<file path="config.mk">
export PLATFORM = sky130hd
export DESIGN_NAME = text_integer_grid_parser_flat
export DESIGN_NICKNAME = d
export VERILOG_FILES = /design/src/hdl/tigp_pkg.sv /design/src/hdl/tigp_if.sv /design/src/hdl/text_integer_grid_parser.sv /design/src/flat_wrapper.sv
export SDC_FILE = /design/constraint.sdc
export NUM_CORES = 1
export LEC_CHECK = 0
export ABC_AREA = 1
export BUFFER_PORTS_ARGS = -buffer_cell sky130_fd_sc_hd__buf_2
export CAP_MARGIN = 25
export CORE_UTILIZATION = 40
export CTS_CLUSTER_SIZE = 14
export DETAILED_ROUTE_END_ITERATION = 12
export GPL_ROUTABILITY_DRIVEN = 0
export SETUP_SLACK_MARGIN = 0.4
export SYNTH_ARGS = -nofsm -noshare
export SYNTH_HDL_FRONTEND = slang
export SYNTH_SLANG_ARGS = --single-unit
</file>
<file path="constraint.sdc">
create_clock -name clock -period 10.7 [get_ports clock]
set_clock_uncertainty 0.05 [all_clocks]
set_input_delay 3.21 -clock clock [delete_from_list [all_inputs] [get_ports clock]]
set_output_delay 3.21 -clock clock [all_outputs]
set_load 0.05 [all_outputs]
</file>
<file path="src/hdl/tigp_pkg.sv">
package tigp_pkg;

   localparam int VALUE_BITS  = 32;
   localparam int MAX_COLUMNS = 64;
   localparam int MAX_ROWS    = 4096;

   localparam int RADIX_BITS  = 6;
   localparam int COLS_BITS   = 7;
   localparam int ROWS_BITS   = 13;
   localparam int ROW_BITS    = 12;
   localparam int COL_BITS    = 6;
   localparam int BYTE_BITS   = 8;
   localparam int STATUS_BITS = 2;
   localparam int CSR_IDX_BITS  = 2;
   localparam int CSR_DATA_BITS = 13;

   localparam logic [CSR_IDX_BITS-1:0] CSR_RADIX   = 2'd0;
   localparam logic [CSR_IDX_BITS-1:0] CSR_COLUMNS = 2'd1;
   localparam logic [CSR_IDX_BITS-1:0] CSR_ROWS    = 2'd2;

   localparam logic [RADIX_BITS-1:0] RADIX_RESET   = 6'd10;
   localparam logic [COLS_BITS-1:0]  COLUMNS_RESET = 7'd8;
   localparam logic [ROWS_BITS-1:0]  ROWS_RESET    = 13'd8;

   localparam logic [BYTE_BITS-1:0] CH_NUL     = 8'h00;
   localparam logic [BYTE_BITS-1:0] CH_NEWLINE = 8'h0A;
   localparam logic [BYTE_BITS-1:0] CH_SPACE   = 8'h20;
   localparam logic [BYTE_BITS-1:0] CH_TAB     = 8'h09;
   localparam logic [BYTE_BITS-1:0] CH_CR      = 8'h0D;
   localparam logic [BYTE_BITS-1:0] CH_HASH    = 8'h23;
   localparam logic [BYTE_BITS-1:0] CH_DOT     = 8'h2E;
   localparam logic [BYTE_BITS-1:0] CH_ZERO    = 8'h30;
   localparam logic [BYTE_BITS-1:0] CH_NINE    = 8'h39;
   localparam logic [BYTE_BITS-1:0] CH_UPPER_A = 8'h41;
   localparam logic [BYTE_BITS-1:0] CH_UPPER_Z = 8'h5A;
   localparam logic [BYTE_BITS-1:0] LETTER_BASE = 8'd10;

   localparam logic [STATUS_BITS-1:0] ST_RUNNING  = 2'd0;
   localparam logic [STATUS_BITS-1:0] ST_COMPLETE = 2'd1;
   localparam logic [STATUS_BITS-1:0] ST_BAD_DIGIT = 2'd2;
   localparam logic [STATUS_BITS-1:0] ST_NEED_NL  = 2'd3;

   typedef enum logic [2:0] {
      MODE_IDLE,
      MODE_CELL,
      MODE_DIGITS,
      MODE_TRAIL,
      MODE_COMMENT,
      MODE_DONE,
      MODE_ERR_DIGIT,
      MODE_ERR_NL
   } mode_type;

   typedef struct packed {
      logic                  ok;
      logic [RADIX_BITS-1:0] value;
   } digit_type;

   function automatic logic is_blank(input logic [BYTE_BITS-1:0] b);
      return (b == CH_SPACE) || ((b >= CH_TAB) && (b <= CH_CR));
   endfunction

   function automatic digit_type digit_of(input logic [BYTE_BITS-1:0] b);
      digit_type d;
      logic [BYTE_BITS-1:0] t;
      d = '0;
      t = '0;
      if ((b >= CH_ZERO) && (b <= CH_NINE)) begin
         t = b - CH_ZERO;
         d.ok = 1'b1;
      end else if ((b >= CH_UPPER_A) && (b <= CH_UPPER_Z)) begin
         t = b - CH_UPPER_A + LETTER_BASE;
         d.ok = 1'b1;
      end
      d.value = t[RADIX_BITS-1:0];
      return d;
   endfunction

   function automatic logic [STATUS_BITS-1:0] status_of(input mode_type m);
      logic [STATUS_BITS-1:0] s;
      case (m)
         MODE_DONE:      s = ST_COMPLETE;
         MODE_ERR_DIGIT: s = ST_BAD_DIGIT;
         MODE_ERR_NL:    s = ST_NEED_NL;
         default:        s = ST_RUNNING;
      endcase
      return s;
   endfunction

endpackage

</file>
<file path="src/hdl/tigp_if.sv">
interface tigp_req_if;
   logic                            valid;
   logic                            ready;
   logic [tigp_pkg::BYTE_BITS-1:0]  text_byte;
   logic                            begin_map;

   modport source  (output valid, output text_byte, output begin_map, input ready);
   modport sink    (input valid, input text_byte, input begin_map, output ready);
   modport monitor (input valid, input text_byte, input begin_map, input ready);
endinterface

interface tigp_rsp_if;
   logic                                  valid;
   logic                                  ready;
   logic signed [tigp_pkg::VALUE_BITS-1:0] cell_value;
   logic                                  value_valid;
   logic [tigp_pkg::ROW_BITS-1:0]         row_index;
   logic [tigp_pkg::COL_BITS-1:0]         col_index;
   logic [tigp_pkg::STATUS_BITS-1:0]      status;
   logic                                  last_of_run;

   modport source  (output valid, output cell_value, output value_valid, output row_index,
                    output col_index, output status, output last_of_run, input ready);
   modport sink    (input valid, input cell_value, input value_valid, input row_index,
                    input col_index, input status, input last_of_run, output ready);
   modport monitor (input valid, input cell_value, input value_valid, input row_index,
                    input col_index, input status, input last_of_run, input ready);
endinterface

</file>
<file path="src/hdl/text_integer_grid_parser.sv">
// channel  | direction | words carried
// ---------+-----------+----------------------------------------------------------
// req_ch   | in        | text_byte, begin_map
// rsp_ch   | out       | cell_value, value_valid, row_index, col_index, status, last
// csr_*    | in        | radix (0), columns (1), rows (2); write only
//
// A byte is registered on entry and worked out once the output register is free; its first
// result word is then registered. One word leaves per cycle while rsp ready holds: a byte
// gives one word, or one per cell when a newline closes and pads a short row (up to the column
// count); input stalls until the last pad is registered. The digit multiply-add sets the path.
// Reset is synchronous and active high: parser idle, config back to radix 10, 8 by 8.
// A stalled result holds in the output register; one more byte waits in the input register.
module text_integer_grid_parser (
   input  logic                                 clock,
   input  logic                                 reset,
   tigp_req_if.sink                             req_ch,
   tigp_rsp_if.source                           rsp_ch,
   input  logic                                 csr_we,
   input  logic [tigp_pkg::CSR_IDX_BITS-1:0]    csr_index,
   input  logic [tigp_pkg::CSR_DATA_BITS-1:0]   csr_wdata
);

   logic [tigp_pkg::RADIX_BITS-1:0] radix_ff, radix_in;
   logic [tigp_pkg::COLS_BITS-1:0]  columns_ff, columns_in;
   logic [tigp_pkg::ROWS_BITS-1:0]  rows_ff, rows_in;

   tigp_pkg::mode_type              mode_ff, mode_in;
   logic [tigp_pkg::VALUE_BITS-1:0] acc_ff, acc_in;
   logic [tigp_pkg::ROW_BITS-1:0]   row_ff, row_in;
   logic [tigp_pkg::COLS_BITS-1:0]  col_ff, col_in;
   logic                            pad_ff, pad_in;
   logic [tigp_pkg::STATUS_BITS-1:0] st_ff, st_in;

   logic                            ex_valid_ff, ex_valid_in;
   logic [tigp_pkg::BYTE_BITS-1:0]  ex_byte_ff, ex_byte_in;
   logic                            ex_begin_ff, ex_begin_in;

   logic                            out_valid_ff, out_valid_in;
   logic [tigp_pkg::VALUE_BITS-1:0] out_value_ff, out_value_in;
   logic                            out_vv_ff, out_vv_in;
   logic [tigp_pkg::ROW_BITS-1:0]   out_row_ff, out_row_in;
   logic [tigp_pkg::COL_BITS-1:0]   out_col_ff, out_col_in;
   logic [tigp_pkg::STATUS_BITS-1:0] out_st_ff, out_st_in;
   logic                            out_last_ff, out_last_in;

   logic                            out_free;
   logic                            step;
   logic                            ex_done;
   logic                            accept;
   logic [tigp_pkg::COLS_BITS-1:0]  eff_cols;
   logic [tigp_pkg::ROWS_BITS-1:0]  eff_rows;

   always_comb begin
      unique case (csr_index)
         tigp_pkg::CSR_RADIX,
         tigp_pkg::CSR_COLUMNS,
         tigp_pkg::CSR_ROWS: ;
         default: ;
      endcase
      radix_in   = radix_ff;
      columns_in = columns_ff;
      rows_in    = rows_ff;
      if (csr_we) begin
         unique case (csr_index)
            tigp_pkg::CSR_RADIX:   radix_in   = csr_wdata[tigp_pkg::RADIX_BITS-1:0];
            tigp_pkg::CSR_COLUMNS: columns_in = csr_wdata[tigp_pkg::COLS_BITS-1:0];
            tigp_pkg::CSR_ROWS:    rows_in    = csr_wdata[tigp_pkg::ROWS_BITS-1:0];
            default: ;
         endcase
      end
   end

   always_comb begin
      if (columns_ff == '0) begin
         eff_cols = tigp_pkg::COLS_BITS'(1);
      end else if (columns_ff > tigp_pkg::COLS_BITS'(tigp_pkg::MAX_COLUMNS)) begin
         eff_cols = tigp_pkg::COLS_BITS'(tigp_pkg::MAX_COLUMNS);
      end else begin
         eff_cols = columns_ff;
      end
      if (rows_ff == '0) begin
         eff_rows = tigp_pkg::ROWS_BITS'(1);
      end else if (rows_ff > tigp_pkg::ROWS_BITS'(tigp_pkg::MAX_ROWS)) begin
         eff_rows = tigp_pkg::ROWS_BITS'(tigp_pkg::MAX_ROWS);
      end else begin
         eff_rows = rows_ff;
      end
   end

   assign out_free = !out_valid_ff || rsp_ch.ready;
   assign step     = ex_valid_ff && out_free;
   assign accept   = req_ch.valid && req_ch.ready;
   assign req_ch.ready = !ex_valid_ff || ex_done;

   always_comb begin
      tigp_pkg::mode_type              m0, m1, m_fin;
      logic [tigp_pkg::VALUE_BITS-1:0] a0, a1, v, prod;
      logic [tigp_pkg::ROW_BITS-1:0]   r0;
      logic [tigp_pkg::COLS_BITS-1:0]  c0, c_after, c_next;
      logic                            emit_v, nl_pad, rd_direct, rd, pad_first, has_res;
      logic                            more_pads, done_cond;
      logic                            blank;
      tigp_pkg::digit_type             d;
      logic [tigp_pkg::STATUS_BITS-1:0] st;

      m0 = mode_ff; m1 = mode_ff; m_fin = mode_ff;
      a0 = acc_ff; a1 = acc_ff; v = '0; prod = '0;
      r0 = row_ff; c0 = col_ff; c_after = col_ff; c_next = col_ff;
      emit_v = 1'b0; nl_pad = 1'b0; rd_direct = 1'b0; rd = 1'b0;
      pad_first = 1'b0; has_res = 1'b0; more_pads = 1'b0; done_cond = 1'b0;
      blank = tigp_pkg::is_blank(ex_byte_ff);
      d = tigp_pkg::digit_of(ex_byte_ff);
      st = st_ff;

      mode_in = mode_ff; acc_in = acc_ff; row_in = row_ff; col_in = col_ff;
      pad_in = pad_ff; st_in = st_ff; ex_done = 1'b0;
      out_value_in = out_value_ff; out_vv_in = out_vv_ff; out_row_in = out_row_ff;
      out_col_in = out_col_ff; out_st_in = out_st_ff; out_last_in = out_last_ff;

      if (step && pad_ff) begin
         c_next       = col_ff + tigp_pkg::COLS_BITS'(1);
         out_value_in = '0;
         out_vv_in    = 1'b1;
         out_row_in   = row_ff;
         out_col_in   = col_ff[tigp_pkg::COL_BITS-1:0];
         out_st_in    = st_ff;
         col_in       = c_next;
         if (c_next >= eff_cols) begin
            out_last_in = 1'b1;
            ex_done     = 1'b1;
            pad_in      = 1'b0;
            if (mode_ff != tigp_pkg::MODE_DONE) begin
               row_in = row_ff + tigp_pkg::ROW_BITS'(1);
               col_in = '0;
            end
         end else begin
            out_last_in = 1'b0;
         end
      end else if (step) begin
         if (ex_begin_ff) begin
            m0 = tigp_pkg::MODE_CELL;
            a0 = '0;
            r0 = '0;
            c0 = '0;
         end
         m1 = m0;
         a1 = a0;
         prod = a0 * tigp_pkg::VALUE_BITS'(radix_ff);
         unique case (m0)
            tigp_pkg::MODE_CELL: begin
               if (c0 == '0 && blank) begin
               end else if (c0 == '0 && ex_byte_ff == tigp_pkg::CH_HASH) begin
                  m1 = tigp_pkg::MODE_COMMENT;
               end else if (ex_byte_ff == tigp_pkg::CH_NEWLINE) begin
                  nl_pad = 1'b1;
               end else if (blank) begin
               end else if (ex_byte_ff == tigp_pkg::CH_DOT) begin
                  emit_v = 1'b1;
                  v      = '1;
                  m1 = (c0 + tigp_pkg::COLS_BITS'(1) >= eff_cols) ?
                       tigp_pkg::MODE_TRAIL : tigp_pkg::MODE_CELL;
               end else if (d.ok) begin
                  a1 = tigp_pkg::VALUE_BITS'(d.value);
                  m1 = tigp_pkg::MODE_DIGITS;
               end else begin
                  m1 = tigp_pkg::MODE_ERR_DIGIT;
               end
            end
            tigp_pkg::MODE_DIGITS: begin
               if (blank) begin
                  emit_v = 1'b1;
                  v      = a0;
                  a1     = '0;
                  if (ex_byte_ff == tigp_pkg::CH_NEWLINE) begin
                     nl_pad = 1'b1;
                  end else begin
                     m1 = (c0 + tigp_pkg::COLS_BITS'(1) >= eff_cols) ?
                          tigp_pkg::MODE_TRAIL : tigp_pkg::MODE_CELL;
                  end
               end else if (d.ok) begin
                  a1 = prod + tigp_pkg::VALUE_BITS'(d.value);
               end else begin
                  m1 = tigp_pkg::MODE_ERR_DIGIT;
               end
            end
            tigp_pkg::MODE_TRAIL: begin
               if (ex_byte_ff == tigp_pkg::CH_NEWLINE) begin
                  rd_direct = 1'b1;
               end else if (blank) begin
               end else if (ex_byte_ff == tigp_pkg::CH_HASH) begin
                  m1 = tigp_pkg::MODE_COMMENT;
               end else begin
                  m1 = tigp_pkg::MODE_ERR_NL;
               end
            end
            tigp_pkg::MODE_COMMENT: begin
               if (ex_byte_ff == tigp_pkg::CH_NEWLINE) begin
                  rd_direct = 1'b1;
               end else if (ex_byte_ff == tigp_pkg::CH_NUL) begin
                  m1 = tigp_pkg::MODE_ERR_NL;
               end
            end
            default: ;
         endcase

         pad_first = nl_pad && !emit_v && (c0 < eff_cols);
         has_res   = emit_v || pad_first;
         c_after   = c0 + tigp_pkg::COLS_BITS'(has_res);
         more_pads = nl_pad && (c_after < eff_cols);
         rd        = rd_direct || nl_pad;
         done_cond = ({1'b0, r0} + tigp_pkg::ROWS_BITS'(1)) >= eff_rows;
         if (rd) begin
            m_fin = done_cond ? tigp_pkg::MODE_DONE : tigp_pkg::MODE_CELL;
         end else begin
            m_fin = m1;
         end
         st = tigp_pkg::status_of(m_fin);

         out_value_in = emit_v ? v : '0;
         out_vv_in    = has_res;
         out_row_in   = has_res ? r0 : '0;
         out_col_in   = has_res ? c0[tigp_pkg::COL_BITS-1:0] : '0;
         out_st_in    = st;
         out_last_in  = !more_pads;

         mode_in = m_fin;
         acc_in  = a1;
         if (more_pads) begin
            row_in = r0;
            col_in = c_after;
            pad_in = 1'b1;
            st_in  = st;
         end else if (rd && !done_cond) begin
            row_in  = r0 + tigp_pkg::ROW_BITS'(1);
            col_in  = '0;
            ex_done = 1'b1;
         end else begin
            row_in  = r0;
            col_in  = c_after;
            ex_done = 1'b1;
         end
      end
   end

   always_comb begin
      ex_byte_in  = ex_byte_ff;
      ex_begin_in = ex_begin_ff;
      if (accept) begin
         ex_valid_in = 1'b1;
         ex_byte_in  = req_ch.text_byte;
         ex_begin_in = req_ch.begin_map;
      end else if (ex_done) begin
         ex_valid_in = 1'b0;
      end else begin
         ex_valid_in = ex_valid_ff;
      end
      out_valid_in = out_free ? ex_valid_ff : out_valid_ff;
   end

   always_ff @(posedge clock) begin
      if (reset) begin
         radix_ff     <= tigp_pkg::RADIX_RESET;
         columns_ff   <= tigp_pkg::COLUMNS_RESET;
         rows_ff      <= tigp_pkg::ROWS_RESET;
         mode_ff      <= tigp_pkg::MODE_IDLE;
         acc_ff       <= '0;
         row_ff       <= '0;
         col_ff       <= '0;
         pad_ff       <= 1'b0;
         ex_valid_ff  <= 1'b0;
         out_valid_ff <= 1'b0;
      end else begin
         radix_ff     <= radix_in;
         columns_ff   <= columns_in;
         rows_ff      <= rows_in;
         mode_ff      <= mode_in;
         acc_ff       <= acc_in;
         row_ff       <= row_in;
         col_ff       <= col_in;
         pad_ff       <= pad_in;
         ex_valid_ff  <= ex_valid_in;
         out_valid_ff <= out_valid_in;
      end
   end

   always_ff @(posedge clock) begin
      st_ff        <= st_in;
      ex_byte_ff   <= ex_byte_in;
      ex_begin_ff  <= ex_begin_in;
      out_value_ff <= out_value_in;
      out_vv_ff    <= out_vv_in;
      out_row_ff   <= out_row_in;
      out_col_ff   <= out_col_in;
      out_st_ff    <= out_st_in;
      out_last_ff  <= out_last_in;
   end

   assign rsp_ch.valid       = out_valid_ff;
   assign rsp_ch.cell_value  = out_value_ff;
   assign rsp_ch.value_valid = out_vv_ff;
   assign rsp_ch.row_index   = out_row_ff;
   assign rsp_ch.col_index   = out_col_ff;
   assign rsp_ch.status      = out_st_ff;
   assign rsp_ch.last_of_run = out_last_ff;

endmodule

</file>
<file path="src/flat_wrapper.sv">
// flat-port wrapper written by rule: the top's interface ports become plain ports
module text_integer_grid_parser_flat 
  (clock, reset, csr_we, csr_index, csr_wdata, req_ch_valid, req_ch_text_byte, req_ch_begin_map, req_ch_ready, rsp_ch_valid, rsp_ch_cell_value, rsp_ch_value_valid, rsp_ch_row_index, rsp_ch_col_index, rsp_ch_status, rsp_ch_last_of_run, rsp_ch_ready);
  tigp_req_if req_ch_i ();
  tigp_rsp_if rsp_ch_i ();
  input  logic clock;
  input  logic reset;
  input  logic csr_we;
  input  logic [tigp_pkg::CSR_IDX_BITS-1:0] csr_index;
  input  logic [tigp_pkg::CSR_DATA_BITS-1:0] csr_wdata;
  input wire logic [$bits(req_ch_i.valid)-1:0] req_ch_valid;
  input wire logic [$bits(req_ch_i.text_byte)-1:0] req_ch_text_byte;
  input wire logic [$bits(req_ch_i.begin_map)-1:0] req_ch_begin_map;
  output wire logic [$bits(req_ch_i.ready)-1:0] req_ch_ready;
  output wire logic [$bits(rsp_ch_i.valid)-1:0] rsp_ch_valid;
  output wire logic [$bits(rsp_ch_i.cell_value)-1:0] rsp_ch_cell_value;
  output wire logic [$bits(rsp_ch_i.value_valid)-1:0] rsp_ch_value_valid;
  output wire logic [$bits(rsp_ch_i.row_index)-1:0] rsp_ch_row_index;
  output wire logic [$bits(rsp_ch_i.col_index)-1:0] rsp_ch_col_index;
  output wire logic [$bits(rsp_ch_i.status)-1:0] rsp_ch_status;
  output wire logic [$bits(rsp_ch_i.last_of_run)-1:0] rsp_ch_last_of_run;
  input wire logic [$bits(rsp_ch_i.ready)-1:0] rsp_ch_ready;
  assign req_ch_i.valid = req_ch_valid;
  assign req_ch_i.text_byte = req_ch_text_byte;
  assign req_ch_i.begin_map = req_ch_begin_map;
  assign req_ch_ready = req_ch_i.ready;
  assign rsp_ch_valid = rsp_ch_i.valid;
  assign rsp_ch_cell_value = rsp_ch_i.cell_value;
  assign rsp_ch_value_valid = rsp_ch_i.value_valid;
  assign rsp_ch_row_index = rsp_ch_i.row_index;
  assign rsp_ch_col_index = rsp_ch_i.col_index;
  assign rsp_ch_status = rsp_ch_i.status;
  assign rsp_ch_last_of_run = rsp_ch_i.last_of_run;
  assign rsp_ch_i.ready = rsp_ch_ready;
  text_integer_grid_parser u_core (.clock(clock), .reset(reset), .req_ch(req_ch_i), .rsp_ch(rsp_ch_i), .csr_we(csr_we), .csr_index(csr_index), .csr_wdata(csr_wdata));
endmodule
</file>
# Yosys cells after proc, flatten, opt, wreduce, memory -nomap -nowiden
# Index checks and enable logic that the tools add are counted.
# totals
inputBits	29
regBits	148
out_inout_bits	56
elab_cells	207
# op_classes
muxes	109
reduce_logical	38
eq_ne	16
add_sub_neg	10
magnitude_cmp	13
n_mul	1
bitwise	1
# ops
op	n
32-bit two-way mux	18
12-bit two-way mux	12
32-bit one-hot mux with 2 select lines	2
7-bit two-way mux	11
3-bit two-way mux	20
32-bit by 6-bit adder with 32-bit output	1
32-bit by 6-bit multiplier with 32-bit output	1
1-bit two-way mux	31
6-bit two-way mux	5
13-bit two-way mux	2
12-bit by 1-bit adder with 12-bit output, second input constant	2
8-bit by 6-bit equality test with 1-bit output, second input constant	3
7-bit by 1-bit adder with 7-bit output, second input constant	2
7-bit greater-or-equal comparator	2
7-bit logical NOT	2
7-bit < comparator	2
12-bit by 1-bit adder with 13-bit output, second input constant	1
13-bit greater-or-equal comparator	1
13-bit greater-than comparator, second input constant	1
13-bit logical NOT	1
3-bit equality test, second input constant	4
1-bit logical AND	12
3-bit one-hot mux with 4 select lines	1
3-bit AND reduction	3
other kinds (29)	48

# Depth between registers and ports, before layout
# Gate-level depths: netlist of run 1.
# depth
depth_word	25
depth_mapped	34
mapped_depth_nobuf	30

# Worst setup path before layout of run 1
# No wires, ideal clock.
# synth_timing
kind	flip-flop to output port
from	register u_core.ex_begin_ff
to	output req_ch_ready
path_slack_ps	2863
required_ps	7440
stages_incl_launch_ff	30
arrival_time_ps	4577
path_buffers	5
path_cell_list	edfxtp_1 > buf_4 > buf_2 > buf_1 > clkbuf_1 > clkbuf_1 > nor2_1 > inv_1 > ha_1 > inv_1 > nor2_1 > nand3b_4 > nor2_2 > a21oi_4 > nand2_2 > nor2_4 > nor2_1 > nand2_2 > ha_1 > ha_1 > nand3_1 > nor2_1 > xor2_1 > ha_1 > a21oi_1 > o21ai_0 > a21oi_1 > nand2_2 > nand2_1 > nand3_1
# synth_via
elab_chain_len	21
elab_cells_between_ends	33
classes_between	1 x add/sub; 2 x order compare; 2 x eq/ne; 19 x mux; 9 x reduce/logical
# synth_lines
element	line	rtl
from (decl)	text_integer_grid_parser.sv:36	logic ex_begin_ff, ex_begin_in;
from (signal assigned)	text_integer_grid_parser.sv:289	ex_begin_ff <= ex_begin_in;
7-bit two-way mux	text_integer_grid_parser.sv:140	if (ex_begin_ff) begin
7-bit two-way mux	text_integer_grid_parser.sv:139	end else if (step) begin
7-bit two-way mux	text_integer_grid_parser.sv:120	if (step && pad_ff) begin
7-bit logical NOT	text_integer_grid_parser.sv:151, text_integer_grid_parser.sv:152	
1-bit logical AND	text_integer_grid_parser.sv:152	end else if (c0 == '0 && ex_byte_ff == tigp_pkg::CH_HASH) begin
1-bit two-way mux	text_integer_grid_parser.sv:152	
1-bit two-way mux	text_integer_grid_parser.sv:151	if (c0 == '0 && blank) begin
1-bit one-hot mux with 2 select lines	text_integer_grid_parser.sv:149	unique case (m0)
(+5 left out)	--	
1-bit logical OR	text_integer_grid_parser.sv:207	has_res = emit_v || pad_first;
7-bit by 1-bit adder with 7-bit output	text_integer_grid_parser.sv:208	c_after = c0 + tigp_pkg::COLS_BITS'(has_res);
7-bit < comparator	text_integer_grid_parser.sv:209	more_pads = nl_pad && (c_after < eff_cols);
1-bit logical AND (*)	text_integer_grid_parser.sv:209	
1-bit two-way mux (*)	text_integer_grid_parser.sv:228	if (more_pads) begin
1-bit two-way mux (*)	text_integer_grid_parser.sv:139	
1-bit two-way mux (*)	text_integer_grid_parser.sv:120	
1-bit logical OR (*)	text_integer_grid_parser.sv:93	assign req_ch.ready = !ex_valid_ff || ex_done;
to (decl)	flat_wrapper.sv:14	output wire logic [$bits(req_ch_i.ready)-1:0] req_ch_ready;
# Every way passes the cells marked *; elsewhere a longest branch is shown, timed or not. The select of a mux whose other input is x is not followed.

# Final worst setup path of run 1
# Ends and elaborated chain as after synthesis.

==> impl_metrics.csv, run 1 <==
group,metric,value,unit
clock_network,cts_num_sinks,148,
detailed_routing,met2_length,21.05,mm
clock_network,ctsHoldBuffers,0,
clock_network,post_cts_buffers,0,
sta,relSlewSlack,33.00,%
worst_setup_path,cp.arrival,6.01,ns
flow_run,maxCapViolCount,0,
sta,rsz0062_at_grt,"no",
detailed_routing,wl_met3,1.860,mm
worst_setup_path,reg2regPathDepth,22,
final_layout,fin_cells,2717,
power,irDropWorstVdd,0.1126,mV
final_layout,finish.instance_area,16490,um2
final_layout,synthToLayoutAreaGrowth,9.415,%
power,pwr-share-comb,24.0,%
yosys,synth_compound_area_share,15.42,%
final_layout,layout_common_cells,"nand2_1 (526), inv_1 (325), nor2_1 (192)",
clock_network,cts_resized,0,
worst_setup_path,critPathLaunchType,"flop",
power,p_sw_share,35.13,%
yosys,synth-edff-count,32,
yosys,yosysWarnings,0,
place,dp_hpwl,32.66,mm
detailed_routing,vias_per_cell,5.245,
sta,fin_crit,9.268,ns
yosys,synthSimpleGateAreaFrac,25.09,%
yosys,netlist.top_cell.by_area,"dfxtp_1",
detailed_routing,wl_met1,19.48,mm
power,cell_internal_pwr,1.039,mW
yosys,synth_cell_types,47,
grt,grt_pass1_vias,14038,
place,place_inst,2685,
run_status,status,"complete, no violations",
worst_hold_path,hp-class,"reg2reg",
yosys,muxShareOfSynthArea,0,%
detailed_routing,vias,14252,
worst_setup_path,crit_required,7.44,ns
clock_network,numCtsBuffers,17,
die,dieWidth,196.1,um
yosys,synth_area,15070,um2
detailed_routing,antenna_left,0,
worst_setup_path,startpoint,"u_core.ex_begin_ff$_DFFE_PP_",
detailed_routing,drtIter0Drc,1077,
yosys,synth_nets,2420,
final_layout,antenna_cells_inserted,0,
worst_setup_path,rrSetupSlack,4.31,ns
detailed_routing,wl_per_cell,15.97,um
sta,hold_violations,0,
power,p_leak,8.065,nW
final_layout,fin_nets,2462,
clock_network,clockRootBuffer,"clkbuf_16",
detailed_routing,top_layer,"met4",
place,dpl_cell_area,15930,um2
sta,max_freq,0.1079,GHz
sta,fin_setup_tns,0,ns
clock_network,clkLatencyLatePin,0.45,ns
grt,grt_pass1_wl,72.20,mm
power,power.share.clock,37.5,%
yosys,synth_top_family_by_area,"simple AND/OR/NAND/NOR gates",
final_layout,final_util,44.72,%
detailed_routing,drt_wl_total,43.39,mm
yosys,async_reset_ff_share,0,%
yosys,synthDominantCellAreaShare,15.41,%
yosys,ys_ff_latch,148,
yosys,ys.flop_type,"dfxtp_1",
clock_network,cts_buffer_depth,2,
die,die-area,38450,um2
worst_setup_path,crit_type,"reg2out",
sta,period_share,86.61,%
grt,grt_max_degree,57,
final_layout,drive_above_1_share,8.540,%
die,start_util,40.87,%
power,power_frac_seq,38.5,%
place,portBuffers,84,
sta,worstMarginPinSlew,0.9974,ns
sta,slew_violations,0,
die,core_region_area,36870,um2
clock_network,clk_pin_slew,0.07,ns
yosys,avgSynthCellArea,6.983,um2
worst_setup_path,cp-endpoint,"req_ch_ready",
grt,overflow,0,
power,p_switching,0.5626,mW
place,dp_slack,2.022,ns
yosys,syn_inst,2158,
yosys,yosys-top-cells-area,"dfxtp_1 (15%), fa_1 (15%), nand2_1 (13%)",
sta,setup_viol,0,
yosys,synth-xor-area-share,2.034,%
sta,hold-worst-slack,0.4071,ns
clock_network,h-tree-depth,4,
yosys,yosysSeqAreaShare,21.79,%
worst_setup_path,cp-end-kind,"output port",
clock_network,cts_tree,"done",
worst_setup_path,worstPathMaxFanout,44,
sta,layout_setup_ws,1.432,ns
power,total_power,1.602,mW
yosys,yosys.area_share.adder,24.93,%
power,powerDensity,97.13,nW/um2
detailed_routing,drc_errors,0,
die,row_count,70,
final_layout,layout_commonest_cell,"nand2_1",
detailed_routing,first_pass_iters,8,
grt,grt_usage,23.44,%
worst_setup_path,regToRegEndpoint,"u_core.acc_ff[18]$_SDFFE_PP0P_",
grt,antenna_found_initial,0,
die,die_h,196.1,um
die,ioPinCount,85,
worst_setup_path,worstReg2RegStart,"u_core.ex_begin_ff$_DFFE_PP_",
-- power by group through the flow --
| stage | Clock [mW] | Combinational [mW] | Sequential, mW |
|---|---|---|---|
| 2_1_floorplan | 0 | 0.270 | 0.637 |
| 3_3_place_gp | 0 | 0.371 | 0.631 |
| 3_5_place_dp | 0 | 0.381 | 0.629 |
| 4_1_cts | 0.613 | 0.385 | 0.616 |
| 5_1_grt | 0.629 | 0.437 | 0.620 |
| 6_report | 0.600 | 0.384 | 0.617 |
-- synth_stat cells, types with 3 or more instances --
cell      instances
o21ai_0         169
o21bai_1          5
a21o_1            4
buf_4             3
nand3_2           5
nor3_1           14
a31oi_1          25
or2_2             7
a21oi_1         180
o21ai_1          13
edfxtp_1         32
xnor2_1          11
a21boi_0          5
nor2_1          193
inv_1           325
nand4_1          23
nand2_4           4
inv_2             7
nand3b_1          5
buf_6             5
nor4_1            3
nand2_2           8
nor2_2           14
nand2_1         526
clkbuf_1         50
o21a_1            9
clkinv_1          4
dfxtp_1         116
fa_1            112
buf_2            13
ha_1            121
xor2_1           24
buf_1             7
nand3_1          88
a21oi_2           6
o211ai_1          8
-- metal layers --
layer  global-route usage, %  up-vias
li1                        -     6998
met1                   30.15     6814
met2                   41.00      375
met3                   2.561       65
met4                   7.378        0
met5                       0        -
-- worst max-delay path, stage by stage, from the launching register on --
cell and delay [ns]:
edfxtp_1 0.35, buf_4 0.31, inv_2 0.54, nand2_1 0.33, nand3_1 0.18, nand3b_4 0.16, inv_1 0.09, a21oi_4 0.24
nand2_2 0.09, nor2_4 0.73, nor2_1 0.13, nand2_2 0.19, ha_1 0.24, ha_1 0.18, nand3_1 0.13, nor2_1 0.15
xor2_1 0.19, ha_1 0.27, a21oi_1 0.12, o21ai_0 0.12, a21oi_1 0.19, nand2_2 0.15, nand2_1 0.11, nand3_1 0.09
buf_2 0.22
-- worst min path at each step --
| stage | endpoint | cells after the start | startpoint | slack (ns) |
|---|---|---|---|---|
| after global routing | u_core.acc_ff[12]$_SDFFE_PP0P_ | 2 | u_core.acc_ff[12]$_SDFFE_PP0P_ | 0.43 |
| after global placement | u_core.rsp_ch.cell_value[12]$_SDFFE_PP0P_ | 2 | u_core.rsp_ch.cell_value[12]$_SDFFE_PP0P_ | 0.39 |
| after floorplan | u_core.acc_ff[12]$_SDFFE_PP0P_ | 2 | u_core.acc_ff[12]$_SDFFE_PP0P_ | 0.39 |
| final | u_core.rsp_ch.cell_value[4]$_SDFFE_PP0P_ | 2 | u_core.rsp_ch.cell_value[4]$_SDFFE_PP0P_ | 0.41 |
| after CTS | u_core.acc_ff[12]$_SDFFE_PP0P_ | 2 | u_core.acc_ff[12]$_SDFFE_PP0P_ | 0.41 |
| after detailed placement | u_core.rsp_ch.cell_value[12]$_SDFFE_PP0P_ | 2 | u_core.rsp_ch.cell_value[12]$_SDFFE_PP0P_ | 0.39 |
-- state kept, by name, indices dropped and copies added (netlist names), 2 cells and up --
name                      cells
u_core.ex_byte_ff             8
u_core.columns_ff             7
u_core.row_ff                12
u_core.st_ff                  2
u_core.rsp_ch.row_index      12
u_core.col_ff                 7
u_core.acc_ff                32
u_core.rsp_ch.col_index       6
u_core.mode_ff                3
u_core.rsp_ch.cell_value     32
u_core.rows_ff               13
u_core.rsp_ch.status          2
u_core.radix_ff               6
-- cells by family (layout without fill, tap and decap cells) --
kind of cell / count (synthesis) / count (layout)
compound gates: 431 / 431
xor+xnor: 35 / 35
fa+ha+maj: 233 / 233
buf+inv: 414 / 469
flops: 148 / 148
simple gates: 897 / 897
-- layout make-up --
cell class / instances / area [um2]
fill: 3856 / 20380
multi-input combinational: 1596 / 10170
sequential: 148 / 3283
inverter: 336 / 1261
tap: 504 / 630.6
timing repair buffer: 101 / 588.1
clock buffer: 18 / 429.2
clock inverter: 14 / 126.4
Power figures use the tool's default switching activity.
==> run 2, diff against run 1 <==
--- a/config.mk
+++ b/config.mk
@@ -8,7 +8,9 @@
 export ABC_AREA = 1
 export BUFFER_PORTS_ARGS = -buffer_cell sky130_fd_sc_hd__buf_2
 export CAP_MARGIN = 25
+export CORE_ASPECT_RATIO = 1.5
 export CORE_UTILIZATION = 40
+export CTS_BUF_LIST = sky130_fd_sc_hd__clkbuf_16
 export CTS_CLUSTER_SIZE = 14
 export DETAILED_ROUTE_END_ITERATION = 12
 export GPL_ROUTABILITY_DRIVEN = 0
==> run 2 against run 1 <==
  * Routed wire length increased by 2.9%
  * Critical path depth down 12
  * Non-clock buffer count up 2
  * Setup slack improved by 0.67 ns
  * Sequential power about the same
  * Clock power increased by 3.5%
==> impl_metrics.csv, run 2 (synthesis results as in run 1) <==
group,metric,value,unit
run_status,status,"complete, no violations",
clock_network,numCtsBuffers,17,
grt,grt_max_degree,45,
sta,slew_violations,0,
worst_hold_path,whs_path_depth,2,
detailed_routing,vias_per_cell,5.259,
power,powerDensity,98.41,nW/um2
sta,max_freq,0.1163,GHz
place,portBuffers,84,
detailed_routing,drt_wl_total,44.63,mm
worst_setup_path,crit_type,"in2out",
power,p_sw_share,35.43,%
power,p_switching,0.5744,mW
sta,hold_violations,0,
final_layout,layout_commonest_cell,"nand2_1",
die,core_region_area,36910,um2
final_layout,fin_nets,2464,
worst_setup_path,crit_path_max_incr_delay,0.43,ns
power,power.share.clock,38.3,%
worst_setup_path,cp.arrival,5.34,ns
worst_setup_path,cp.depth,12,
sta,setup_viol,0,
detailed_routing,drtIter0Drc,771,
flow_run,maxCapViolCount,0,
detailed_routing,vias,14198,
worst_setup_path,reg2regPathDepth,21,
clock_network,clk_pin_slew,0.07,ns
sta,rsz0062_at_grt,"no",
final_layout,finish.instance_area,16470,um2
clock_network,cts_tree,"done",
final_layout,final_util,44.64,%
final_layout,drive_above_1_share,8.758,%
die,die-area,38470,um2
grt,overflow,0,
detailed_routing,wl_per_cell,16.53,um
final_layout,synthToLayoutAreaGrowth,9.324,%
detailed_routing,first_pass_iters,8,
die,start_util,40.83,%
worst_setup_path,cp_num_buf_inv,7,
sta,relSlewSlack,42.07,%
detailed_routing,drc_errors,0,
detailed_routing,antenna_left,0,
worst_setup_path,crit_family,"buffers and inverters",
sta,worstMarginPinSlew,0.8657,ns
die,dieWidth,160.5,um
grt,antenna_found_initial,1,
power,power_frac_seq,37.9,%
grt,grt_pass1_vias,14582,
sta,period_share,80.35,%
power,cell_internal_pwr,1.047,mW
worst_setup_path,critPathLaunchType,"primary input",
place,dpl_cell_area,15880,um2
worst_setup_path,worstPathMaxFanout,38,
worst_setup_path,cp-end-kind,"output port",
place,dp_hpwl,34.06,mm
final_layout,layout_common_cells,"nand2_1 (526), inv_1 (325), nor2_1 (192)",
worst_setup_path,crit_chain,"buf_2, inv_1, nand2_1, nand2_1, buf_4, inv_1, buf_4, nand2_1, inv_1, nand2_1, nand3_1, buf_2",
worst_setup_path,crit_required,7.44,ns
clock_network,cts_num_sinks,148,
clock_network,h-tree-depth,4,
die,ioPinCount,85,
clock_network,post_cts_buffers,0,
power,irDropWorstVdd,0.08198,mV
clock_network,ctsHoldBuffers,0,
worst_hold_path,hp-class,"reg2reg",
sta,fin_crit,8.597,ns
sta,fin_setup_tns,0,ns
die,row_count,86,
grt,grt_pass1_wl,73.10,mm
clock_network,cts_resized,0,
clock_network,clockRootBuffer,"clkbuf_16",
power,total_power,1.621,mW
grt,grt_usage,24.05,%
power,pwr-share-comb,23.8,%
die,die_h,239.7,um
power,p_leak,8.077,nW
clock_network,cts_buffer_depth,2,
worst_setup_path,crit_slowest_cell,"inv_1",
clock_network,clkLatencyLatePin,0.46,ns
worst_setup_path,crit_top_cell,"nand2_1",
-- run 2: cell types whose count changed in the layout (fill, tap and decap cells not counted) --
cell / delta
clkbuf_1: -1
clkinv_8: +1
clkinv_4: -1
clkinv_2: -1
diode_2: +1
inv_6: +1
clkinv_1: -2
buf_4: +4
inv_8: +3
buf_16: -2
-- run 2: final timing paths --
| path | start | to | slack (ns) |
|---|---|---|---|
| worst max-delay path | rsp_ch_ready | req_ch_ready | 2.10 |
| worst min-delay path | u_core.rsp_ch.cell_value[20]$_SDFFE_PP0P_ | u_core.rsp_ch.cell_value[20]$_SDFFE_PP0P_ | 0.41 |
| worst max register to register | u_core.ex_begin_ff$_DFFE_PP_ | u_core.acc_ff[22]$_SDFFE_PP0P_ | 4.53 |
| worst min register to register | u_core.rsp_ch.cell_value[20]$_SDFFE_PP0P_ | u_core.rsp_ch.cell_value[20]$_SDFFE_PP0P_ | 0.41 |
-- run 2: power by group through the flow --
stage | Sequential [mW] | Combinational, mW | Clock [mW]
floorplan | 0.637 | 0.270 | 0
global placement | 0.627 | 0.380 | 0
detailed placement | 0.627 | 0.383 | 0
CTS | 0.615 | 0.386 | 0.630
global route | 0.618 | 0.435 | 0.654
finish | 0.615 | 0.385 | 0.621
-- run 2: worst reg2reg max path: cells and delay by family, from the launching register on --
| family | cells | cell delay (ns) |
|---|---|---|
| DFF | 1 | 0.40 |
| adders and majority gates | 5 | 2.48 |
| buffers and inverters | 4 | 0.80 |
| and+or+nand+nor | 8 | 1.23 |
| AOI/OAI and AO/OA | 4 | 1.17 |
-- run 2: final cells by class --
class | instances | area (um2)
inverter | 336 | 1261
fill | 3814 | 20430
clock buffer | 17 | 425.4
tap | 484 | 605.6
sequential | 148 | 3283
antenna | 1 | 2.502
timing repair buffer | 103 | 563.0
clock inverter | 15 | 163.9
multi-input combinational | 1596 | 10170
-- run 2: metrics by stage --
stage / std cells / hold WS (ns) / worst slack (ns)
after global placement: 2667 / 0.3935 / 2.144
after floorplan: 2158 / 0.3905 / 2.863
after global routing: 2700 / 0.4335 / 1.879
after CTS: 2699 / 0.4146 / 2.095
after detailed placement: 2667 / 0.3940 / 2.098
final: 2700 / 0.4110 / 2.103
-- run 2: layer usage --
metal | track usage (%) | part of all wire [%] | vias up
met5 | 0 | 0 | -
met4 | 12.96 | 5.1 | 0
met3 | 2.545 | 3.4 | 117
met2 | 46.33 | 53 | 366
met1 | 25.27 | 39 | 6719
li1 | - | - | 6996
